--- src/rtl/sns_pkg.sv ---
// ----------------------------------------------------------------------------
// sns_pkg
// Constants, round table and shared types of the nonce search block.
// ----------------------------------------------------------------------------
package sns_pkg;

  localparam int DIGITS = 10;
  localparam logic [31:0] RECIP10 = 32'hCCCCCCCD;
  localparam logic [30:0] LIMIT_RESET = 31'd1048576;
  localparam logic [7:0] PAD_BYTE = 8'h80;
  localparam logic [7:0] ASCII_ZERO = 8'h30;

  typedef struct packed {
    logic done;
    logic zero_byte;
  } core_status_t;

  function automatic logic [31:0] init_h(input logic [2:0] i);
    case (i)
      3'd0: init_h = 32'h6a09e667;
      3'd1: init_h = 32'hbb67ae85;
      3'd2: init_h = 32'h3c6ef372;
      3'd3: init_h = 32'ha54ff53a;
      3'd4: init_h = 32'h510e527f;
      3'd5: init_h = 32'h9b05688c;
      3'd6: init_h = 32'h1f83d9ab;
      default: init_h = 32'h5be0cd19;
    endcase
  endfunction

  function automatic logic [31:0] round_k(input logic [5:0] t);
    logic [31:0] k [64];
    k = '{
      32'h428a2f98,32'h71374491,32'hb5c0fbcf,32'he9b5dba5,32'h3956c25b,32'h59f111f1,32'h923f82a4,
      32'hab1c5ed5,32'hd807aa98,32'h12835b01,32'h243185be,32'h550c7dc3,32'h72be5d74,32'h80deb1fe,
      32'h9bdc06a7,32'hc19bf174,32'he49b69c1,32'hefbe4786,32'h0fc19dc6,32'h240ca1cc,32'h2de92c6f,
      32'h4a7484aa,32'h5cb0a9dc,32'h76f988da,32'h983e5152,32'ha831c66d,32'hb00327c8,32'hbf597fc7,
      32'hc6e00bf3,32'hd5a79147,32'h06ca6351,32'h14292967,32'h27b70a85,32'h2e1b2138,32'h4d2c6dfc,
      32'h53380d13,32'h650a7354,32'h766a0abb,32'h81c2c92e,32'h92722c85,32'ha2bfe8a1,32'ha81a664b,
      32'hc24b8b70,32'hc76c51a3,32'hd192e819,32'hd6990624,32'hf40e3585,32'h106aa070,32'h19a4c116,
      32'h1e376c08,32'h2748774c,32'h34b0bcb5,32'h391c0cb3,32'h4ed8aa4a,32'h5b9cca4f,32'h682e6ff3,
      32'h748f82ee,32'h78a5636f,32'h84c87814,32'h8cc70208,32'h90befffa,32'ha4506ceb,32'hbef9a3f7,
      32'hc67178f2};
    round_k = k[t];
  endfunction

endpackage

--- src/rtl/sns_sha_core.sv ---
// ----------------------------------------------------------------------------
// sns_sha_core
// One-block SHA-256 compression, one round per cycle; reports whether the
// first digest byte is zero.
// ----------------------------------------------------------------------------
module sns_sha_core (
  input  logic                 clk,
  input  logic                 rst,
  input  logic                 start,
  input  logic [511:0]         block,
  output sns_pkg::core_status_t status
);

  logic [31:0] v [8];
  logic [31:0] w [16];
  logic [5:0]  rnd;
  logic        running;
  logic        fin;

  logic [31:0] s0, s1, ch, maj, t1, t2, w_new, ws0, ws1;

  function automatic logic [31:0] rotr(input logic [31:0] x, input int n);
    rotr = (x >> n) | (x << (32 - n));
  endfunction

  always_comb begin
    s1 = rotr(v[4], 6) ^ rotr(v[4], 11) ^ rotr(v[4], 25);
    ch = (v[4] & v[5]) ^ (~v[4] & v[6]);
    t1 = v[7] + s1 + ch + sns_pkg::round_k(rnd) + w[0];
    s0 = rotr(v[0], 2) ^ rotr(v[0], 13) ^ rotr(v[0], 22);
    maj = (v[0] & v[1]) ^ (v[0] & v[2]) ^ (v[1] & v[2]);
    t2 = s0 + maj;
    ws0 = rotr(w[1], 7) ^ rotr(w[1], 18) ^ (w[1] >> 3);
    ws1 = rotr(w[14], 17) ^ rotr(w[14], 19) ^ (w[14] >> 10);
    w_new = ws1 + w[9] + ws0 + w[0];
  end

  always_ff @(posedge clk) begin
    if (rst) begin
      running <= 1'b0;
      fin <= 1'b0;
      rnd <= '0;
      status <= '0;
    end else begin
      status.done <= fin;
      status.zero_byte <= ((sns_pkg::init_h(3'd0) + v[0]) >> 24) == 32'd0;
      fin <= running && (rnd == 6'd63);
      if (start) begin
        running <= 1'b1;
        rnd <= '0;
      end else if (running) begin
        rnd <= rnd + 6'd1;
        if (rnd == 6'd63) begin
          running <= 1'b0;
        end
      end
    end
  end

  // Datapath: load on start, advance one round per running cycle.
  always_ff @(posedge clk) begin
    if (start) begin
      for (int i = 0; i < 8; i++) begin
        v[i] <= sns_pkg::init_h(3'(i));
      end
      for (int i = 0; i < 16; i++) begin
        w[i] <= block[511 - 32*i -: 32];
      end
    end else if (running) begin
      v[7] <= v[6];
      v[6] <= v[5];
      v[5] <= v[4];
      v[4] <= v[3] + t1;
      v[3] <= v[2];
      v[2] <= v[1];
      v[1] <= v[0];
      v[0] <= t1 + t2;
      for (int i = 0; i < 15; i++) begin
        w[i] <= w[i+1];
      end
      w[15] <= w_new;
    end
  end

endmodule

--- config.mk ---
export PLATFORM = sky130hd
export DESIGN_NAME = sns_sha_core
export DESIGN_NICKNAME = d
export VERILOG_FILES = /design/src/rtl/sns_pkg.sv /design/src/rtl/sns_sha_core.sv
export SDC_FILE = /design/constraint.sdc
export NUM_CORES = 2
export LEC_CHECK = 0
export ABC_CLOCK_PERIOD_IN_PS = 14700
export BUFFER_PORTS_ARGS = -buffer_cell sky130_fd_sc_hd__buf_2
export CORE_MARGIN = 1
export CORE_UTILIZATION = 44
export CTS_CLUSTER_DIAMETER = 50
export DETAILED_ROUTE_END_ITERATION = 10
export PLACE_DENSITY = 0.72
export SLEW_MARGIN = 20
export SYNTH_ARGS = -nofsm -noshare
export SYNTH_HDL_FRONTEND = slang
export SYNTH_SLANG_ARGS = --single-unit
--- constraint.sdc ---
create_clock -name clk -period 14.7 [get_ports clk]
set_input_delay 1.47 -clock clk [delete_from_list [all_inputs] [get_ports clk]]
set_output_delay 1.47 -clock clk [all_outputs]
set_load 0.05 [all_outputs]
==> results.json <==
{
  "status": "completed",
  "synth_top_area_frac": 0.485,
  "maxCapViolCount": 0,
  "ant_nets": 0,
  "utilization": 0.509,
  "synth_fp_nets": 5311,
  "period_needed_ps": 9770,
  "hold_viol_final": 0,
  "yosysWarnings": 0,
  "synth_edf_count": 768,
  "drive_gt1_frac": 0.186,
  "final_area_sq_mm": 0.0545,
  "arrival_ps": 10140,
  "die_h_um": 331,
  "crit_slowest_cell": "buf_4",
  "h-tree-depth": 3,
  "clock_sinks": 778,
  "grt_pass1_wl_mm": 224,
  "grt_max_degree": 205,
  "dp.cells": 6157,
  "cts_hold_buffers": 0,
  "drc_errors": 0,
  "critPathKind": "reg2reg",
  "finalCritPeriodShare": 0.665,
  "ys.flop_type": "edfxtp_1",
  "cp_max_fo": 65,
  "track_usage": 0.281,
  "antenna_found_initial": 39,
  "path_clk_slew_ps": 60,
  "endpoint_kind": "register",
  "setup_viol": 0,
  "io_buffers": 516,
  "netlist_instances": 4464,
  "synth_largest_area_cell": "edfxtp_1",
  "cpPeakStageDelay_ps": 650,
  "slew_viol_final": 0,
  "crit_family": "compound AO/OA/AOI/OAI gates",
  "syn_avg_cell_area_sq_um": 10.7,
  "viasPerCell": 5.55,
  "critPathRequiredTime_ps": 15070,
  "synth.area.mux_share": 0.0506,
  "cts_made_buffers": 96,
  "rows": 120,
  "synth-simple-area-share": 0.153,
  "instances_no_fill": 6354,
  "dp_hpwl_mm": 117,
  "netlist_top_cells_area": "edfxtp_1, nand2_1, fa_1, xnor2_1, mux2_2",
  "synth_top_family_by_area": "simple AND/OR/NAND/NOR gates",
  "vias": 35300,
  "fin_setup_tns_ps": 0,
  "dieArea_sq_mm": 0.109,
  "io_pins": 517,
  "rsz0062_at_grt": "no",
  "path_buf_inv": 5,
  "seq_area_frac_synth": 0.489,
  "syn2layout_area_growth_pct": 14.6,
  "cts-root-buf": "clkbuf_16",
  "cts_setup_buffers": 0,
  "syn_area_sq_mm": 0.0476,
  "synthXorXnorAreaFrac": 0.0653,
  "wl_per_cell_um": 24.4,
  "synth_cell_types": 86,
  "worstSetupStartpointType": "register",
  "crit_top_cell": "fa_1",
  "skew_ps": 45.4,
  "initial_core_util": 0.444,
  "gp_congestion": 0.971,
  "drt_wl_total_mm": 155,
  "synthArstFlopShare": 0,
  "worst-slew-pin-transition_ps": 1260,
  "grt_pass1_vias": 34500,
  "hold_class": "reg2reg",
  "clockBufferDepth": 3,
  "drtIter0Drc": 3614,
  "final_nets": 5700,
  "placed_area_sq_mm": 0.0512,
  "clk_latency_ps": 710,
  "slew_headroom": 0.160,
  "cts_resized": 0,
  "fmax_mhz": 102,
  "tritoncts": "done",
  "core_sq_mm": 0.107,
  "synth-compound-area-share": 0.0844,
  "grt_overflow_total": 0,
  "drt_pre_antenna_iters": 6,
  "yosys.area_share.adder": 0.120,
  "nFillCells": 9513,
  "dieWidth_um": 331,
  "ys_ff_latch": 778
}
[registers in the layout, summed over array words and instances, names as in the netlist]
name     flops
status       2
v          256
fin          1
running      1
w          512
rnd          6
[routing by layer]
layer  wire length (um)  vias to the layer above  global-route usage
li1                   -                    16100                   -
met1              60900                    17200               0.361
met2              71800                     1575               0.445
met3              15800                      328              0.0859
met4               6370                       42               0.110
met5                257                        -                   0
[cells in the final DEF, fill, tap and decap left out, types with 80 or more instances in the layout]
cell type / synthesis / layout
a21oi_1: 163 / 163
and2_1: 103 / 103
buf_2: 6 / 515
clkbuf_16: 0 / 96
edfxtp_1: 768 / 768
fa_1: 187 / 187
ha_1: 145 / 145
inv_1: 211 / 211
mux2_2: 188 / 188
nand2_1: 1117 / 1116
nand2b_1: 129 / 129
nor2_1: 159 / 159
o21ai_0: 161 / 161
xnor2_1: 273 / 273
xor2_1: 80 / 80
[synthesized netlist by cell type (all sizes together), types with 14 or more instances]
master and number:
nand2 1117, ha 145, mux2 188, buf 26
a21o 60, xnor2 274, nand2b 129, and3 17
edfxtp 768, and2 103, fa 187, maj3 15
nor2b 16, nand3 33, nor3 46, inv 214
nor2 159, clkbuf 229, xor2 80, mux2i 20
o21bai 18, a211oi 33, o21ai 165, o211ai 22
o31ai 14, o21a 26, a21oi 164, a31oi 15
o311ai 15
[final timing paths]
| path | start | to | slack (ps) | cells after the start |
|---|---|---|---|---|
| hold reg to reg | fin$_SDFF_PP0_ | status[1]$_SDFF_PP0_ | 440 | 1 |
| setup / recovery | rnd[3]$_SDFFE_PP0P_ | v[0][29]$_SDFFCE_PN1P_ | 4930 | 34 |
| setup reg to reg | rnd[3]$_SDFFE_PP0P_ | v[0][29]$_SDFFCE_PN1P_ | 4930 | 34 |
| hold / removal | fin$_SDFF_PP0_ | status[1]$_SDFF_PP0_ | 440 | 1 |
[layout make-up]
class                      instances  area (sq um)  area share
clock inverter                    64           716      0.0131
sequential                       778         23300       0.427
clock buffer                     117          2480      0.0455
timing repair buffer             546          2890      0.0530
inverter                         214           803      0.0147
multi-input combinational       3217         22600       0.414
antenna                           15          37.5    0.000689
tap                             1403          1760      0.0322
[cells by family after synthesis]
kind of cell | after synthesis
buf+inv | 469
xor+xnor | 354
simple gates | 1682
fa+ha+maj | 347
mux | 212
flops | 778
compound gates | 622
[stage by stage]
| stage | setup slack (ps) | hold slack (ps) |
|---|---|---|
| 2_1_floorplan | 2490 | 414 |
| 3_3_place_gp | 5220 | 433 |
| 3_5_place_dp | 5070 | 425 |
| 4_1_cts | 5090 | 439 |
| 5_1_grt | 4370 | 445 |
| 6_report | 4930 | 435 |
Power is not shown: default switching activity piles up to over one toggle a cycle in this logic, so the estimate is an artifact.
